## src/design/mrfe_pkg.sv

```systemverilog
// shared types, constants and the crc byte update for the modbus rtu frame engine
// no dependencies; imported by every module of the block
`timescale 1ns / 1ps
`default_nettype none

package mrfe_pkg;

   localparam logic [15:0] CRC_INIT = 16'hFFFF;
   localparam logic [15:0] CRC_POLY = 16'hA001;
   localparam int unsigned QUEUE_DEPTH = 2;
   localparam logic [7:0] LIGHT_SENSOR_ID_RESET = 8'd2;

   // request and result codes
   localparam logic REQ_SEND = 1'b0;
   localparam logic REQ_RX_BYTE = 1'b1;
   localparam logic KIND_TX = 1'b0;
   localparam logic KIND_VERDICT = 1'b1;

   // receive frame positions
   localparam logic [2:0] RX_IDX_DATA_HI = 3'd4;
   localparam logic [2:0] RX_IDX_DATA_LO = 3'd5;
   localparam logic [2:0] RX_IDX_CRC_LO = 3'd6;
   localparam logic [2:0] RX_IDX_CRC_HI = 3'd7;

   // transmit frame positions
   localparam logic [2:0] TX_IDX_ADDR = 3'd0;
   localparam logic [2:0] TX_IDX_FUNC = 3'd1;
   localparam logic [2:0] TX_IDX_REG_HI = 3'd2;
   localparam logic [2:0] TX_IDX_REG_LO = 3'd3;
   localparam logic [2:0] TX_IDX_VAL_HI = 3'd4;
   localparam logic [2:0] TX_IDX_VAL_LO = 3'd5;
   localparam logic [2:0] TX_IDX_CRC_LO = 3'd6;
   localparam logic [2:0] TX_IDX_CRC_HI = 3'd7;

   // one queued job for the back end: a frame to send or a finished verdict
   typedef struct packed {
      logic        is_verdict;
      logic [7:0]  dev_addr;
      logic [7:0]  func_code;
      logic [15:0] reg_addr;
      logic [15:0] reg_value;
      logic        crc_ok;
      logic [15:0] reading;
      logic        reading_valid;
   } cmd_type;

   // crc-16/modbus update by one byte, lsb first
   function automatic logic [15:0] crc_feed(input logic [15:0] acc, input logic [7:0] data);
      logic [15:0] c;
      c = acc ^ {8'h00, data};
      for (int k = 0; k < 8; k++) begin
         c = c[0] ? ((c >> 1) ^ CRC_POLY) : (c >> 1);
      end
      return c;
   endfunction

endpackage

`default_nettype wire

```

## src/design/modbus_rtu_frame_engine_unit.sv

```systemverilog
// Modbus RTU master frame engine for single-register exchanges. A send request
// (req_type 0) comes out as eight transmit words, one per cycle while the result
// register is free or being popped: address, function, register and value high
// byte first, then the CRC-16/MODBUS low byte first; it also restarts the receive
// frame. Received bytes (req_type 1) are taken one per cycle as room allows and give
// nothing until the eighth, which yields one verdict word with the crc check, bytes
// four and five as the reading, and whether the last request addressed the light
// sensor. Input words are taken every cycle while the job queue (QUEUE_DEPTH entries)
// has room; a send request holds the serializer until its eighth word is out, and no
// new job is taken before then. The first result of a word passes through the job
// queue and then the result register before it is on the result ports. Depends on
// mrfe_pkg, mrfe_front, mrfe_fifo and mrfe_back.
`timescale 1ns / 1ps
`default_nettype none

module modbus_rtu_frame_engine_unit #(
   parameter int unsigned QUEUE_DEPTH = mrfe_pkg::QUEUE_DEPTH
) (
   input  wire logic        clock,
   input  wire logic        reset,
   input  wire logic        push,
   output      logic        full,
   input  wire logic        req_type,
   input  wire logic [7:0]  req_dev_addr,
   input  wire logic [7:0]  req_func_code,
   input  wire logic [15:0] req_reg_addr,
   input  wire logic [15:0] req_reg_value,
   input  wire logic [7:0]  req_rx_byte,
   output      logic        empty,
   input  wire logic        pop,
   output      logic        rsp_out_kind,
   output      logic [7:0]  rsp_tx_byte,
   output      logic        rsp_last,
   output      logic        rsp_crc_ok,
   output      logic [15:0] rsp_reading,
   output      logic        rsp_reading_valid,
   input  wire logic        csr_we,
   input  wire logic [7:0]  csr_wdata
);
   import mrfe_pkg::*;

   cmd_type front_cmd;
   cmd_type queue_cmd;
   logic    front_push;
   logic    queue_empty;
   logic    back_pop;

   mrfe_front u_front (
      .clock         (clock),
      .reset         (reset),
      .push          (push),
      .full          (full),
      .req_type      (req_type),
      .req_dev_addr  (req_dev_addr),
      .req_func_code (req_func_code),
      .req_reg_addr  (req_reg_addr),
      .req_reg_value (req_reg_value),
      .req_rx_byte   (req_rx_byte),
      .csr_we        (csr_we),
      .csr_wdata     (csr_wdata),
      .cmd_push      (front_push),
      .cmd           (front_cmd)
   );

   mrfe_fifo #(
      .DEPTH (QUEUE_DEPTH)
   ) u_fifo (
      .clock   (clock),
      .reset   (reset),
      .wr_en   (front_push),
      .wr_data (front_cmd),
      .rd_en   (back_pop),
      .rd_data (queue_cmd),
      .full    (full),
      .empty   (queue_empty)
   );

   mrfe_back u_back (
      .clock             (clock),
      .reset             (reset),
      .job_empty         (queue_empty),
      .job               (queue_cmd),
      .job_pop           (back_pop),
      .empty             (empty),
      .pop               (pop),
      .rsp_out_kind      (rsp_out_kind),
      .rsp_tx_byte       (rsp_tx_byte),
      .rsp_last          (rsp_last),
      .rsp_crc_ok        (rsp_crc_ok),
      .rsp_reading       (rsp_reading),
      .rsp_reading_valid (rsp_reading_valid)
   );

endmodule

`default_nettype wire

```

## src/design/mrfe_front.sv

```systemverilog
// front end: takes request and receive words, tracks the receive frame and its crc,
// and queues send jobs and verdicts; depends on mrfe_pkg
`timescale 1ns / 1ps
`default_nettype none

module mrfe_front (
   input  wire logic             clock,
   input  wire logic             reset,
   input  wire logic             push,
   input  wire logic             full,
   input  wire logic             req_type,
   input  wire logic [7:0]       req_dev_addr,
   input  wire logic [7:0]       req_func_code,
   input  wire logic [15:0]      req_reg_addr,
   input  wire logic [15:0]      req_reg_value,
   input  wire logic [7:0]       req_rx_byte,
   input  wire logic             csr_we,
   input  wire logic [7:0]       csr_wdata,
   output      logic             cmd_push,
   output      mrfe_pkg::cmd_type cmd
);
   import mrfe_pkg::*;

   logic [15:0] rx_crc_ff, rx_crc_in;
   logic [2:0]  rx_count_ff, rx_count_in;
   logic [15:0] rx_data_ff, rx_data_in;
   logic [7:0]  rx_crc_low_ff, rx_crc_low_in;
   logic [7:0]  last_target_ff, last_target_in;
   logic [7:0]  light_sensor_id_ff;
   logic        accept;

   assign accept = push && !full;

   always_comb begin
      rx_crc_in      = rx_crc_ff;
      rx_count_in    = rx_count_ff;
      rx_data_in     = rx_data_ff;
      rx_crc_low_in  = rx_crc_low_ff;
      last_target_in = last_target_ff;
      cmd_push       = 1'b0;

      cmd.is_verdict    = (req_type == REQ_RX_BYTE);
      cmd.dev_addr      = req_dev_addr;
      cmd.func_code     = req_func_code;
      cmd.reg_addr      = req_reg_addr;
      cmd.reg_value     = req_reg_value;
      cmd.crc_ok        = (rx_crc_low_ff == rx_crc_ff[7:0]) &&
                          (req_rx_byte == rx_crc_ff[15:8]);
      cmd.reading       = rx_data_ff;
      cmd.reading_valid = (last_target_ff == light_sensor_id_ff);

      if (accept) begin
         if (req_type == REQ_SEND) begin
            cmd_push       = 1'b1;
            last_target_in = req_dev_addr;
            rx_crc_in      = CRC_INIT;
            rx_count_in    = '0;
            rx_data_in     = '0;
            rx_crc_low_in  = '0;
         end else begin
            if (rx_count_ff < RX_IDX_CRC_LO) begin
               rx_crc_in = crc_feed(rx_crc_ff, req_rx_byte);
            end
            if (rx_count_ff == RX_IDX_DATA_HI) begin
               rx_data_in = {req_rx_byte, rx_data_ff[7:0]};
            end else if (rx_count_ff == RX_IDX_DATA_LO) begin
               rx_data_in = {rx_data_ff[15:8], req_rx_byte};
            end else if (rx_count_ff == RX_IDX_CRC_LO) begin
               rx_crc_low_in = req_rx_byte;
            end
            if (rx_count_ff == RX_IDX_CRC_HI) begin
               // verdict word, receive side starts over
               cmd_push      = 1'b1;
               rx_crc_in     = CRC_INIT;
               rx_count_in   = '0;
               rx_data_in    = '0;
               rx_crc_low_in = '0;
            end else begin
               rx_count_in = rx_count_ff + 3'd1;
            end
         end
      end
   end

   always_ff @(posedge clock) begin
      if (reset) begin
         rx_crc_ff          <= CRC_INIT;
         rx_count_ff        <= '0;
         rx_data_ff         <= '0;
         rx_crc_low_ff      <= '0;
         last_target_ff     <= '0;
         light_sensor_id_ff <= LIGHT_SENSOR_ID_RESET;
      end else begin
         rx_crc_ff      <= rx_crc_in;
         rx_count_ff    <= rx_count_in;
         rx_data_ff     <= rx_data_in;
         rx_crc_low_ff  <= rx_crc_low_in;
         last_target_ff <= last_target_in;
         if (csr_we) begin
            light_sensor_id_ff <= csr_wdata;
         end
      end
   end

endmodule

`default_nettype wire

```

## src/design/mrfe_fifo.sv

```systemverilog
// short job queue between the front and back ends
// depends on mrfe_pkg for the job type
`timescale 1ns / 1ps
`default_nettype none

module mrfe_fifo #(
   parameter int unsigned DEPTH = mrfe_pkg::QUEUE_DEPTH
) (
   input  wire logic              clock,
   input  wire logic              reset,
   input  wire logic              wr_en,
   input  wire mrfe_pkg::cmd_type wr_data,
   input  wire logic              rd_en,
   output      mrfe_pkg::cmd_type rd_data,
   output      logic              full,
   output      logic              empty
);
   import mrfe_pkg::*;

   localparam int unsigned AW = (DEPTH > 1) ? $clog2(DEPTH) : 1;
   localparam int unsigned CW = $clog2(DEPTH + 1);

   cmd_type         mem_ff [DEPTH];
   logic [AW-1:0]   wr_ptr_ff, wr_ptr_in;
   logic [AW-1:0]   rd_ptr_ff, rd_ptr_in;
   logic [CW-1:0]   count_ff, count_in;
   logic            do_wr, do_rd;

   assign full    = (count_ff == CW'(DEPTH));
   assign empty   = (count_ff == '0);
   assign do_wr   = wr_en && !full;
   assign do_rd   = rd_en && !empty;
   assign rd_data = mem_ff[rd_ptr_ff];

   always_comb begin
      wr_ptr_in = wr_ptr_ff;
      rd_ptr_in = rd_ptr_ff;
      count_in  = count_ff;
      if (do_wr) begin
         wr_ptr_in = (wr_ptr_ff == AW'(DEPTH - 1)) ? '0 : wr_ptr_ff + AW'(1);
      end
      if (do_rd) begin
         rd_ptr_in = (rd_ptr_ff == AW'(DEPTH - 1)) ? '0 : rd_ptr_ff + AW'(1);
      end
      if (do_wr && !do_rd) begin
         count_in = count_ff + CW'(1);
      end else if (do_rd && !do_wr) begin
         count_in = count_ff - CW'(1);
      end
   end

   always_ff @(posedge clock) begin
      if (do_wr) begin
         mem_ff[wr_ptr_ff] <= wr_data;
      end
   end

   always_ff @(posedge clock) begin
      if (reset) begin
         wr_ptr_ff <= '0;
         rd_ptr_ff <= '0;
         count_ff  <= '0;
      end else begin
         wr_ptr_ff <= wr_ptr_in;
         rd_ptr_ff <= rd_ptr_in;
         count_ff  <= count_in;
      end
   end

endmodule

`default_nettype wire

```

## src/design/mrfe_back.sv

```systemverilog
// back end: serializes send jobs into eight frame bytes with a running crc,
// and passes verdicts through to the result register; depends on mrfe_pkg
`timescale 1ns / 1ps
`default_nettype none

module mrfe_back (
   input  wire logic              clock,
   input  wire logic              reset,
   input  wire logic              job_empty,
   input  wire mrfe_pkg::cmd_type job,
   output      logic              job_pop,
   output      logic              empty,
   input  wire logic              pop,
   output      logic              rsp_out_kind,
   output      logic [7:0]        rsp_tx_byte,
   output      logic              rsp_last,
   output      logic              rsp_crc_ok,
   output      logic [15:0]       rsp_reading,
   output      logic              rsp_reading_valid
);
   import mrfe_pkg::*;

   typedef enum logic {
      ST_IDLE,
      ST_SEND
   } state_type;

   state_type   state_ff, state_in;
   logic        out_valid_ff, out_valid_in;
   logic [2:0]  idx_ff, idx_in;
   logic [15:0] crc_ff, crc_in;
   cmd_type     cmd_ff, cmd_in;
   logic        kind_ff, kind_in;
   logic [7:0]  byte_ff, byte_in;
   logic        last_ff, last_in;
   logic        ok_ff, ok_in;
   logic [15:0] reading_ff, reading_in;
   logic        valid_ff, valid_in;
   logic        advance;
   logic [7:0]  cur_byte;

   function automatic logic [7:0] frame_byte(input logic [2:0] idx, input cmd_type c,
                                             input logic [15:0] crc);
      logic [7:0] b;
      unique case (idx)
         TX_IDX_ADDR:   b = c.dev_addr;
         TX_IDX_FUNC:   b = c.func_code;
         TX_IDX_REG_HI: b = c.reg_addr[15:8];
         TX_IDX_REG_LO: b = c.reg_addr[7:0];
         TX_IDX_VAL_HI: b = c.reg_value[15:8];
         TX_IDX_VAL_LO: b = c.reg_value[7:0];
         TX_IDX_CRC_LO: b = crc[7:0];
         TX_IDX_CRC_HI: b = crc[15:8];
         default:       b = '0;
      endcase
      return b;
   endfunction

   // the result register may reload when it is empty or being taken
   assign advance  = !out_valid_ff || pop;
   assign empty    = !out_valid_ff;
   assign cur_byte = frame_byte(idx_ff, cmd_ff, crc_ff);

   always_comb begin
      state_in     = state_ff;
      out_valid_in = out_valid_ff;
      idx_in       = idx_ff;
      crc_in       = crc_ff;
      cmd_in       = cmd_ff;
      kind_in      = kind_ff;
      byte_in      = byte_ff;
      last_in      = last_ff;
      ok_in        = ok_ff;
      reading_in   = reading_ff;
      valid_in     = valid_ff;
      job_pop      = 1'b0;

      if (advance) begin
         out_valid_in = 1'b0;
         unique case (state_ff)
            ST_SEND: begin
               out_valid_in = 1'b1;
               kind_in      = KIND_TX;
               byte_in      = cur_byte;
               last_in      = (idx_ff == TX_IDX_CRC_HI);
               ok_in        = 1'b0;
               reading_in   = '0;
               valid_in     = 1'b0;
               if (idx_ff < TX_IDX_CRC_LO) begin
                  crc_in = crc_feed(crc_ff, cur_byte);
               end
               idx_in = idx_ff + 3'd1;
               if (idx_ff == TX_IDX_CRC_HI) begin
                  state_in = ST_IDLE;
               end
            end
            ST_IDLE: begin
               if (!job_empty) begin
                  job_pop      = 1'b1;
                  out_valid_in = 1'b1;
                  if (job.is_verdict) begin
                     kind_in    = KIND_VERDICT;
                     byte_in    = '0;
                     last_in    = 1'b1;
                     ok_in      = job.crc_ok;
                     reading_in = job.reading;
                     valid_in   = job.reading_valid;
                  end else begin
                     // first frame byte goes out as the job is taken
                     kind_in    = KIND_TX;
                     byte_in    = job.dev_addr;
                     last_in    = 1'b0;
                     ok_in      = 1'b0;
                     reading_in = '0;
                     valid_in   = 1'b0;
                     crc_in     = crc_feed(CRC_INIT, job.dev_addr);
                     idx_in     = TX_IDX_FUNC;
                     cmd_in     = job;
                     state_in   = ST_SEND;
                  end
               end
            end
            default: state_in = ST_IDLE;
         endcase
      end
   end

   always_ff @(posedge clock) begin
      idx_ff     <= idx_in;
      crc_ff     <= crc_in;
      cmd_ff     <= cmd_in;
      kind_ff    <= kind_in;
      byte_ff    <= byte_in;
      last_ff    <= last_in;
      ok_ff      <= ok_in;
      reading_ff <= reading_in;
      valid_ff   <= valid_in;
      if (reset) begin
         state_ff     <= ST_IDLE;
         out_valid_ff <= 1'b0;
      end else begin
         state_ff     <= state_in;
         out_valid_ff <= out_valid_in;
      end
   end

   assign rsp_out_kind      = kind_ff;
   assign rsp_tx_byte       = byte_ff;
   assign rsp_last          = last_ff;
   assign rsp_crc_ok        = ok_ff;
   assign rsp_reading       = reading_ff;
   assign rsp_reading_valid = valid_ff;

endmodule

`default_nettype wire
```

## config.mk

```make
export PLATFORM = sky130hd
export DESIGN_NAME = modbus_rtu_frame_engine_unit
export DESIGN_NICKNAME = d
export VERILOG_FILES = /design/src/design/mrfe_pkg.sv /design/src/design/modbus_rtu_frame_engine_unit.sv /design/src/design/mrfe_front.sv /design/src/design/mrfe_fifo.sv /design/src/design/mrfe_back.sv
export SDC_FILE = /design/constraint.sdc
export NUM_CORES = 1
export LEC_CHECK = 0
export ABC_AREA = 1
export BUFFER_PORTS_ARGS = -buffer_cell sky130_fd_sc_hd__buf_2
export CELL_PAD_IN_SITES_DETAIL_PLACEMENT = 1
export CELL_PAD_IN_SITES_GLOBAL_PLACEMENT = 1
export CORE_MARGIN = 2
export CORE_UTILIZATION = 30
export DETAILED_ROUTE_END_ITERATION = 8
export PLACE_DENSITY = 0.61
export SLEW_MARGIN = 40
export SYNTH_ARGS = -nofsm -noshare
export SYNTH_HDL_FRONTEND = slang
export SYNTH_SLANG_ARGS = --single-unit
```

## constraint.sdc

```tcl
create_clock -name clock -period 5.1 [get_ports clock]
set_input_delay 1.02 -clock clock [delete_from_list [all_inputs] [get_ports clock]]
set_output_delay 1.02 -clock clock [all_outputs]
set_load 0.005 [all_outputs]
```

==> results.ini, run 1 <==
[route]
drcViolationCount = 0
routedWlPerCell_um = 17.0
viasPerCell = 4.57
vias = 8347
drt-total-wl_mm = 31.0
first_pass_iters = 5
drt_iter0_markers = 502
ant_nets = 0

[cts]
cts_tree = yes
htree_levels = 2
clock-root-buffer = clkbuf_16
cts_sinks = 295
clk_latency_ns = 0.52
cts_setup_buffers = 0
cts_hold_buf = 0
clockBufferDepth = 3
cts_buffers = 34
cts_resized = 0
clkTransAtPathRegs_ns = 0.06

[logic_synthesis]
ys_seq_area_share_pct = 66.4
synth_simple_gate_area_share_pct = 18.5
ys_warn_count = 0
synth_top_family_by_area = simple AND/OR/NAND/NOR gates
synth_edf_count = 229
synthAdderAreaFrac_pct = 1.22
ys_ff_latch = 295
synth_area_leaders = edfxtp_1 56%, dfxtp_1 11%, nand2_1 10%, a21oi_1 2.8%, o21ai_0 2.5%
synth_cells = 1163
synth.most_common_cell = nand2_1
synth-compound-area-share_pct = 6.79
yosysTopAreaCellShare_pct = 55.7
synth_top_area_cell = edfxtp_1
syn_area_um2 = 12400
synth_mux_area_share_pct = 0
synth_common_cells = 330 x nand2_1, 229 x edfxtp_1, 79 x nor2_1
synthXorXnorAreaFrac_pct = 3.19
synthesis.nets = 1245
yosys_most_used_dff = edfxtp_1
synth_cell_types = 43
synth_area_per_cell_um2 = 10.6
async_flop_share_pct = 0

[cells_and_area]
seqCellArea_um2 = 8200
fill_cells = 4536
multiInputGateArea_um2 = 3730
nNetsFinal = 1352
stdcell_area_um2 = 14600
syn2layout_area_growth_pct = 18.4
antenna_cells = 0
drive_gt1_share_pct = 16.9
fin_cells = 1827

[sta]
post-route-period-util_pct = 64.4
tns_ns = 0
period_minus_slack_ns = 3.29
setup_viol = 0
rsz0062_at_grt = no
holdWs_ns = 0.461
maxSlewViolCount = 0
relSlewSlack_pct = 45.2
max_freq_ghz = 0.304
tightest_slew_ns = 0.811
fin_skew_ns = 0.0175
hold_viol_final = 0

[floorplanning]
die-area_um2 = 42800
die_h_um = 207
pin_count = 100
die_w_um = 207
core.rowCount = 74
initial_core_util_pct = 30.3
core_area_um2 = 40700

[place]
gp_congestion = 0.771
hpwl_mm = 21.5
port_buffers = 99
dp_cells = 1766
dpl-instance-area_um2 = 13500

[worst_setup_path]
critPathLaunchType = register
path_cells = inv_2 -> ha_1 -> nand2_1 -> nand3_1 -> nor2_1 -> nand2_1 -> nand2_2 -> nand2_1 -> nand2_2 -> nand2_1 -> nand2_1 -> nand2_1 -> nand2_2 -> nand2_2 -> nand2_2 -> nand2_1 -> nand3_1 -> nand2_1 -> nand2_1 -> nand2_1
critPathMostFrequentCell = nand2_1
cp.required_ns = 5.36
crit_slowest_cell = edfxtp_1
cp_data_arrival_time_ns = 3.55
end_kind = register
path_max_fanout = 20
worstSetupPathType = reg2reg
slowest_delay_ns = 0.88

[min_path]
min_path_type = reg2reg

[status]
outcome = completed

[grt]
antenna_found_initial = 1
grt_max_degree = 68
busiest_layer = met2
track_usage_pct = 14.7
grt_pass1_vias = 8593
grt_pass1_wl_mm = 48.5
grt.met3_usage_pct = 2.83
use_met1_pct = 20.0
overflow = 0
grtUsageMet2_pct = 23.6

[flow_run]
maxCapViolCount = 0

[power_and_ir_drop]
p_leak_nw = 5.79
peakVddDrop_mv = 0.225
p_per_area_nw_per_um2 = 605

cells in the final DEF (no fill, tap or decap), types with 3 or more instances in the layout:
cell	instances
clkinv_2	7
o21ai_0	61
nor2_4	4
or2_4	3
clkbuf_1	7
o22ai_1	9
inv_2	5
nand2_1	330
nand3_2	3
clkinv_1	6
a21oi_1	68
or2_2	14
nand3_1	60
o31ai_1	3
o21ai_1	3
buf_4	11
nand3b_1	8
ha_1	12
dfxtp_1	65
nand2_2	20
edfxtp_1	229
nor2_1	76
buf_2	99
xor2_1	14
or2_1	3
clkbuf_16	39
nand4_1	5
xnor2_1	31
inv_1	73
path summary, 6_finish.rpt:
path	startpoint	endpoint	slack (ns)	cells past startpoint
max reg2reg	u_back.idx_ff[2]	u_back.crc_ff[0]	1.81	20
min	u_front.rx_data_ff[5]	u_fifo.mem_ff[0][6]	0.46	0
min reg2reg	u_front.rx_data_ff[5]	u_fifo.mem_ff[0][6]	0.46	0
max	u_back.idx_ff[2]	u_back.crc_ff[0]	1.81	20
where the power goes:
group          switching [mW]  internal, mW
registers               0.273          3.30
logic                    1.97         0.908
clock network           0.965          1.43
total                    3.21          5.64
logic make-up (layout without fill, tap and decap cells):
group,Yosys count,after routing
DFF,295,295
adders and majority gates,12,12
AOI/OAI and AO/OA,157,157
xor gates and xnor gates,45,45
buffers and inverters,121,253
and+or+nand+nor,533,533
critical path: cells and delay by family (launching register included):
| family | cells | cell delay, ns |
|---|---|---|
| adders and majority gates | 1 | 0.41 |
| DFF | 1 | 0.88 |
| and+or+nand+nor | 18 | 1.42 |
| buffers and inverters | 1 | 0.29 |
flip-flops by register name (all words and copies together), names as in the netlist, 16 cells and up, named ones only:
signal              count
u_fifo.mem_ff         134
u_back.cmd_ff          48
u_back.crc_ff          16
u_back.rsp_reading     16
u_front.rx_crc_ff      16
u_front.rx_data_ff     16
through the flow:
stage               worst slack (ns)  total power [mW]  util (%)
floorplan                      0.207              5.54         -
global placement                1.50              6.48      33.1
detailed placement              1.71              6.55      33.2
CTS                             1.69              8.98      35.9
global route                    1.47              9.45      35.9
finish                          1.81              8.84      35.9
final cells by class:
class / instances / share of cell area, %
Timing Repair Buffer: 113 / 4.38
Inverter: 79 / 2.03
Tap cell: 532 / 4.55
Clock inverter: 15 / 0.684
Sequential cell: 295 / 56.0
Clock buffer: 46 / 6.85
Multi-Input combinational cell: 747 / 25.5
routing by layer:
| metal | wire [µm] | share of wire [%] |
|---|---|---|
| met1 | 14600 | 47 |
| met2 | 14400 | 46 |
| met3 | 1220 | 3.9 |
| met4 | 766 | 2.5 |
| met5 | 13 | 0.042 |
Note: power is estimated with default switching activity, not from simulation.
==> run 2, diff against run 1 <==
- clock period: 5.1 -> 3 ns (I/O delays scaled with it)
==> run 2 against run 1 <==
Critical endpoint unchanged. Sequential power rose by 69%. Cell count rose by 1.3%. Clock-buffer cell count fell by 11. Fmax rose by 21%. Clock skew fell by 0.0074 ns. Sequential share of layout area fell by 0.62 points. Core utilization rose by 0.40 points. Largest power group unchanged. Critical path type unchanged.
==> results.ini, run 2 (synthesis results as in run 1) <==
[status]
outcome = completed

[cells_and_area]
layout_common_cells = 330 x nand2_1, 229 x edfxtp_1, 99 x buf_2
nNetsFinal = 1376  ; +1.8%
syn2layout_area_growth_pct = 19.8
largest_reg_flops = 134  ; unchanged
seqCellArea_um2 = 8200  ; unchanged
reg.largest.list = u_fifo.mem_ff: 134 flops, u_back.cmd_ff: 48 flops
fin_cells = 1850  ; +1.3%
fill_cells = 4533  ; -0.066%
layout.cells.most_common = nand2_1
drive_gt1_share_pct = 19.0  ; +2.1 points
antenna_cells = 0  ; unchanged
largest_register = u_fifo.mem_ff
multiInputGateArea_um2 = 3710  ; -0.37%
stdcell_area_um2 = 14800  ; +1.1%

[sta]
holdWs_ns = 0.229  ; -0.232 ns
hold_viol_final = 0  ; unchanged
relSlewSlack_pct = 55.6  ; +10 points
tightest_slew_ns = 0.665  ; -0.146 ns
max_freq_ghz = 0.368  ; +21%
setup_viol = 0  ; unchanged
period_minus_slack_ns = 2.72  ; -0.571 ns
tns_ns = 0  ; unchanged
fin_skew_ns = 0.0100  ; -0.00745 ns
maxSlewViolCount = 0  ; unchanged
post-route-period-util_pct = 90.5  ; +26 points

[cts]
cts_tree = yes
clock-root-buffer = clkbuf_16
htree_levels = 1  ; -1
clockBufferDepth = 3  ; unchanged
clkTransAtPathRegs_ns = 0.06  ; about the same
cts_sinks = 295  ; unchanged
clk_latency_ns = 0.56  ; +0.04 ns
cts_hold_buf = 0  ; unchanged
cts_buffers = 31  ; -8.8%

[route]
first_pass_iters = 4  ; -1
viasPerCell = 4.64  ; +1.5%
routedWlPerCell_um = 17.5  ; +2.8%
drcViolationCount = 0  ; unchanged
vias = 8581  ; +2.8%
ant_nets = 0  ; unchanged
drt-total-wl_mm = 32.3  ; +4.1%
drt_iter0_markers = 481  ; -4.2%

[min_path]
worstHoldStart = req_reg_value[11]
min_path_cells = 1  ; +1
hold_end = u_fifo.mem_ff[0][29]
min_path_type = in2reg

[place]
gp_congestion = 0.795  ; +3.1%
hpwl_mm = 22.4  ; +4.4%
dp_cells = 1792  ; +1.5%
port_buffers = 99  ; unchanged
dpl-instance-area_um2 = 13700  ; +1.5%

[floorplanning]
die_w_um = 207  ; unchanged
core_area_um2 = 40700  ; unchanged
die-area_um2 = 42800  ; unchanged
die_h_um = 207  ; unchanged
pin_count = 100  ; unchanged
core.rowCount = 74  ; unchanged
initial_core_util_pct = 30.3  ; unchanged

[power_and_ir_drop]
p_total_mw = 15.2  ; +72%
p_leak_nw = 5.89  ; +1.8%
peakVddDrop_mv = 0.466  ; +110%
p_per_area_nw_per_um2 = 1030  ; +70%

[worst_setup_path]
slowest_delay_ns = 0.43  ; -0.45 ns
r2r_end = u_back.crc_ff[0]
rr_startpoint = u_back.idx_ff[1]
end_kind = register
reg2reg_slack_ns = 0.28  ; -1.53 ns
cp.required_ns = 3.32  ; -2.04 ns
critPathLaunchType = register
path_max_fanout = 10  ; -50%
crit_slowest_cell = edfxtp_1
cp_data_arrival_time_ns = 3.03  ; -0.52 ns
critPathMostFrequentCell = nand2_1
path_cells = inv_2 -> ha_1 -> buf_4 -> nand2_1 -> inv_2 -> nand2_1 -> nand2_1 -> nor2_1 -> nand2_1 -> nand2_2 -> nand2_1 -> nand2_1 -> nand2_1 -> nand3_2 -> nand2_2 -> inv_2 -> nand2_4 -> nand2_2 -> nand2_1 -> nand3_1 -> nand2_1 -> nand2_1 -> nand2_1
reg2reg_depth = 23  ; +15%
worstSetupPathType = reg2reg

[grt]
grt_max_degree = 52  ; -24%
grt_pass1_vias = 9067  ; +5.5%
antenna_found_initial = 0  ; -1
track_usage_pct = 15.4  ; +0.64 points
grt_pass1_wl_mm = 51.1  ; +5.4%
overflow = 0  ; unchanged

[flow_run]
maxCapViolCount = 0  ; unchanged

==> run 2: cell count changes in the layout (fill, tap and decap cells not counted), sizes merged <==
| cell | delta |
|---|---|
| buf | +27 |
| clkbuf | -11 |
| clkinv | +2 |
| clkinvlp | +1 |
| bufinv | +4 |
==> run 2: per-stage QoR <==
| step | setup WS (ns) | utilization, % |
|---|---|---|
| after global routing | -0.0265 | 36.3 |
| final | 0.285 | 36.3 |
| after global placement | 0.319 | 33.7 |
| after CTS | 0.177 | 36.3 |
| after floorplan | 0.0245 | - |
| after detailed placement | 0.224 | 33.7 |
==> run 2: worst max-delay path, delay by kind of cell, from the launching register on <==
kind | cells | cell delay (ns)
buffers and inverters | 4 | 0.40
DFF | 1 | 0.43
adders and majority gates | 1 | 0.23
and+or+nand+nor | 18 | 1.42
==> run 2: how the worst max path moves through the flow <==
stage                            end  slack [ns]        startpoint
floorplan           u_back.crc_ff[0]        0.02   u_back.state_ff
global placement    u_back.crc_ff[0]        0.32  u_back.idx_ff[1]
detailed placement  u_back.crc_ff[0]        0.22  u_back.idx_ff[1]
CTS                 u_back.crc_ff[0]        0.18  u_back.idx_ff[1]
global route        u_back.crc_ff[0]       -0.03  u_back.idx_ff[0]
finish              u_back.crc_ff[0]        0.28  u_back.idx_ff[1]
==> run 2: area by class of cell <==
cell class,count,area share (%)
Tap cell,532,4.50
Inverter,79,2.00
Clock inverter,22,1.64
Multi-Input combinational cell,747,25.1
Sequential cell,295,55.4
Clock buffer,35,5.48
Timing Repair Buffer,140,5.85
==> run 2: per-layer routing <==
| metal | GRT usage (%) | share of wire, % |
|---|---|---|
| met1 | 21.3 | 47 |
| met4 | 3.80 | 1.5 |
| met3 | 2.04 | 3.4 |
| met5 | 0 | 0 |
| met2 | 25.5 | 48 |
==> run 2: power breakdown <==
part | total [mW] | leakage, nW | switching [mW] | internal [mW]
Clock | 3.97 | 0.519 | 1.61 | 2.36
Combinational | 5.24 | 2.70 | 3.51 | 1.72
Sequential | 6.03 | 2.67 | 0.427 | 5.60
==> run 2: timing repair <==
action	in CTS	in global routing
gates resized for setup	0	5
endpoints found under the setup margin	0	2
buffers inserted	0	1
==> run 3, diff against run 2 <==
- PLACE_DENSITY: 0.61 -> 0.59
- SYNTH_HIERARCHICAL: default -> 1
- clock period: 3 -> 2.82 ns (I/O delays scaled with it)
==> run 3 against run 2 <==
Setup slack got worse by 0.23 ns. Cell area up 6.2%. Sequential share of layout area fell by 3.2 points. Register-to-register slack worse by 0.23 ns. Die area increased by 6.4%. Power is 6.0% higher. Core utilization increased by 0.064 points. Synthesized cell count grew 0.34%. Cell count rose by 1.7%. Largest power group unchanged.
==> results.ini, run 3 <==
[sta]
max_freq_ghz = 0.362  ; -1.7%
rsz0062_at_grt = yes
period_minus_slack_ns = 2.76  ; +0.0476 ns
fin_skew_ns = 0.0174  ; +0.00736 ns
post-route-period-util_pct = 98.0  ; +7.5 points
hold_viol_final = 0  ; unchanged
setup_viol = 0  ; unchanged
holdWs_ns = 0.221  ; -0.00749 ns
relSlewSlack_pct = 53.7  ; -1.9 points
tightest_slew_ns = 0.695  ; +0.0302 ns
maxSlewViolCount = 0  ; unchanged

[logic_synthesis]
ys_seq_area_share_pct = 62.3  ; -4.1 points
ys_warn_count = 6  ; +6
synth_cell_types = 44  ; +2.3%
async_flop_share_pct = 0  ; unchanged
synth_area_per_cell_um2 = 11.3  ; +6.2%
synthesis.nets = 1249  ; +0.32%
yosysTopAreaCellShare_pct = 52.2  ; -3.4 points
syn_area_um2 = 13200  ; +6.5%
ys_ff_latch = 295  ; unchanged
synth.most_common_cell = nand2_1
synth_cells = 1167  ; +0.34%
synth_common_cells = 238 x nand2_1, 229 x edfxtp_1, 90 x nor2_1
yosys_most_used_dff = edfxtp_1
synth_area_leaders = edfxtp_1 52%, dfxtp_1 10%, nand2_1 6.8%, mux2_4 3.4%, mux2_2 3.2%
synth_top_area_cell = edfxtp_1
synth_edf_count = 229  ; unchanged

[grt]
track_usage_pct = 14.6  ; -0.70 points
grt_pass1_vias = 9025  ; -0.46%
grt_pass1_wl_mm = 50.9  ; -0.23%
overflow = 0  ; unchanged
antenna_found_initial = 0  ; unchanged
grt_max_degree = 37  ; -29%

[worst_setup_path]
reg2reg_slack_ns = 0.06  ; -0.23 ns
path_cells = ha_4 -> ha_4 -> nor2_4 -> buf_6 -> nand3_4 -> buf_4 -> buf_4 -> o2111ai_1 -> o22ai_2 -> xor2_1 -> buf_4 -> inv_1 -> nand3_1 -> nand3_1 -> nand2_1 -> nand2_1 -> nand2_1
reg2reg_depth = 17  ; -26%
rr_startpoint = u_back/idx_ff[1]
worstSetupPathType = reg2reg
worst-path-buf-inv = 5  ; +1
startpoint = u_back/idx_ff[1]
path_depth = 17  ; -26%
crit_end = u_back/crc_ff[0]
end_kind = register
critPathLaunchType = register
cp.required_ns = 3.10  ; -0.22 ns
r2r_end = u_back/crc_ff[0]
cp_data_arrival_time_ns = 3.05  ; +0.02 ns
crit_family = buffers and inverters
slowest_delay_ns = 0.46  ; +0.03 ns
crit_slowest_cell = edfxtp_1
path_max_fanout = 6  ; -4

[cells_and_area]
layout_common_cells = 229 x edfxtp_1, 207 x nand2_1, 99 x buf_2
drive_gt1_share_pct = 28.5  ; +9.4 points
fill_cells = 4784  ; +5.5%
largest_register = u_fifo/mem_ff
layout.cells.most_common = edfxtp_1
largest_reg_flops = 134  ; unchanged
nNetsFinal = 1354  ; -1.6%
antenna_cells = 0  ; unchanged
syn2layout_area_growth_pct = 19.3
reg.largest.list = u_fifo/mem_ff: 134 flops, u_back/cmd_ff: 48 flops
stdcell_area_um2 = 15700  ; +6.2%

[power_and_ir_drop]
p_total_mw = 16.1  ; +6.0%
p_leak_nw = 6.15  ; +4.4%
peakVddDrop_mv = 0.359  ; -23%
p_per_area_nw_per_um2 = 1030  ; -0.17%

[floorplanning]
core.rowCount = 76  ; +2.7%
die-area_um2 = 45600  ; +6.4%
core_area_um2 = 43200  ; +6.0%
initial_core_util_pct = 30.5  ; +0.16 points
pin_count = 100  ; unchanged
die_w_um = 213  ; +3.2%
die_h_um = 213  ; +3.2%

[route]
wl_met2_mm = 15.8  ; +2.7%
drt-total-wl_mm = 32.8  ; +1.4%
vias = 8508  ; -0.85%
routedWlPerCell_um = 17.4  ; -0.29%
drcViolationCount = 0  ; unchanged
drt-met1-wl_mm = 14.9  ; -3.0%
wl_met3_mm = 1.32  ; +21%
maxUsedRoutingLayer = met4
ant_nets = 0  ; unchanged
first_pass_iters = 4  ; unchanged
drt_iter0_markers = 453  ; -5.8%
viasPerCell = 4.52  ; -2.5%

[place]
dpl-instance-area_um2 = 14200  ; +3.5%
gp_congestion = 0.846  ; +6.3%
hpwl_mm = 22.9  ; +2.2%
port_buffers = 99  ; unchanged

[min_path]
min_path_type = in2reg

[cts]
clock-root-buffer = clkbuf_16
cts_sinks = 295  ; unchanged
cts_hold_buf = 0  ; unchanged
cts_buffers = 34  ; +9.7%
htree_levels = 2  ; +1
cts_tree = yes
clk_latency_ns = 0.54  ; -0.02 ns
clockBufferDepth = 3  ; unchanged
clkTransAtPathRegs_ns = 0.06  ; about the same

[status]
outcome = completed

[flow_run]
maxCapViolCount = 0  ; unchanged

run 3: changes by cell type after synthesis, moves of 7 or more:
cell,change
o21ai_0,-9
nand2_2,-7
a21oi_1,-23
xnor2_1,-10
nand3_1,+17
nand2_1,-92
nand3b_1,-8
clkbuf_1,-17
mux2_4,+30
inv_1,+15
mux2_2,+37
nor2_1,+11
buf_4,+51
run 3: layout make-up:
class | count | area [µm²] | area share [%]
clock inverter | 18 | 141 | 0.900
clock buffer | 43 | 958 | 6.10
multi-input combinational | 699 | 4340 | 27.7
sequential | 295 | 8200 | 52.2
tap | 585 | 732 | 4.66
inverter | 95 | 365 | 2.33
timing repair buffer | 147 | 961 | 6.12
run 3: metal layers:
metal	vias up	track usage, %
li1	4156	-
met1	4174	19.6
met2	125	24.2
met3	53	2.37
met4	0	5.03
met5	-	0
run 3: metrics by stage:
stage	utilization, %	cells	setup TNS [ns]	setup WS [ns]
after floorplan	-	1167	-91.12	-0.680
after global placement	32.9	1808	0	0.0161
after detailed placement	32.9	1808	-0.265	-0.151
after CTS	35.6	1872	0	0.00275
after global routing	36.4	1882	-0.148	-0.103
final	36.4	1882	0	0.0570
run 3: worst min path at each step:
| stage | endpoint | cells after the start | from | slack [ns] |
|---|---|---|---|---|
| 3_3_place_gp | u_fifo/mem_ff[1][2] | 0 | u_front/rx_data_ff[1] | 0.43 |
| 5_1_grt | u_fifo/mem_ff[0][18] | 1 | req_reg_value[0] | 0.21 |
| 3_5_place_dp | u_fifo/mem_ff[1][1] | 0 | u_front/rx_data_ff[0] | 0.44 |
| 4_1_cts | u_fifo/mem_ff[0][41] | 1 | req_reg_addr[7] | 0.19 |
| 2_1_floorplan | u_fifo/mem_ff[0][1] | 0 | u_front/rx_data_ff[0] | 0.42 |
| 6_report | u_fifo/mem_ff[0][25] | 1 | req_reg_value[7] | 0.22 |
run 3: where the power goes:
part	total, mW	internal (mW)	switching [mW]
Sequential	6.31	5.86	0.454
Clock	4.36	2.59	1.77
Combinational	5.47	2.15	3.32
Total	16.1	10.6	5.54
run 3: timing repair:
action | 4_1_cts | 5_1_grt
cloned | 0 | 1
pin swaps | 2 | 28
setup buffers | 3 | 9
resized for setup | 11 | 70
setup endpoints to repair | 2 | 3
run 3: cells by family after synthesis:
| group | share of synthesized area, % |
|---|---|
| adders and majority gates | 1.14 |
| xor gates and xnor gates | 2.40 |
| DFF | 62.3 |
| AOI/OAI and AO/OA | 5.33 |
| and+or+nand+nor | 15.2 |
| buffers and inverters | 7.03 |
| muxes | 6.59 |
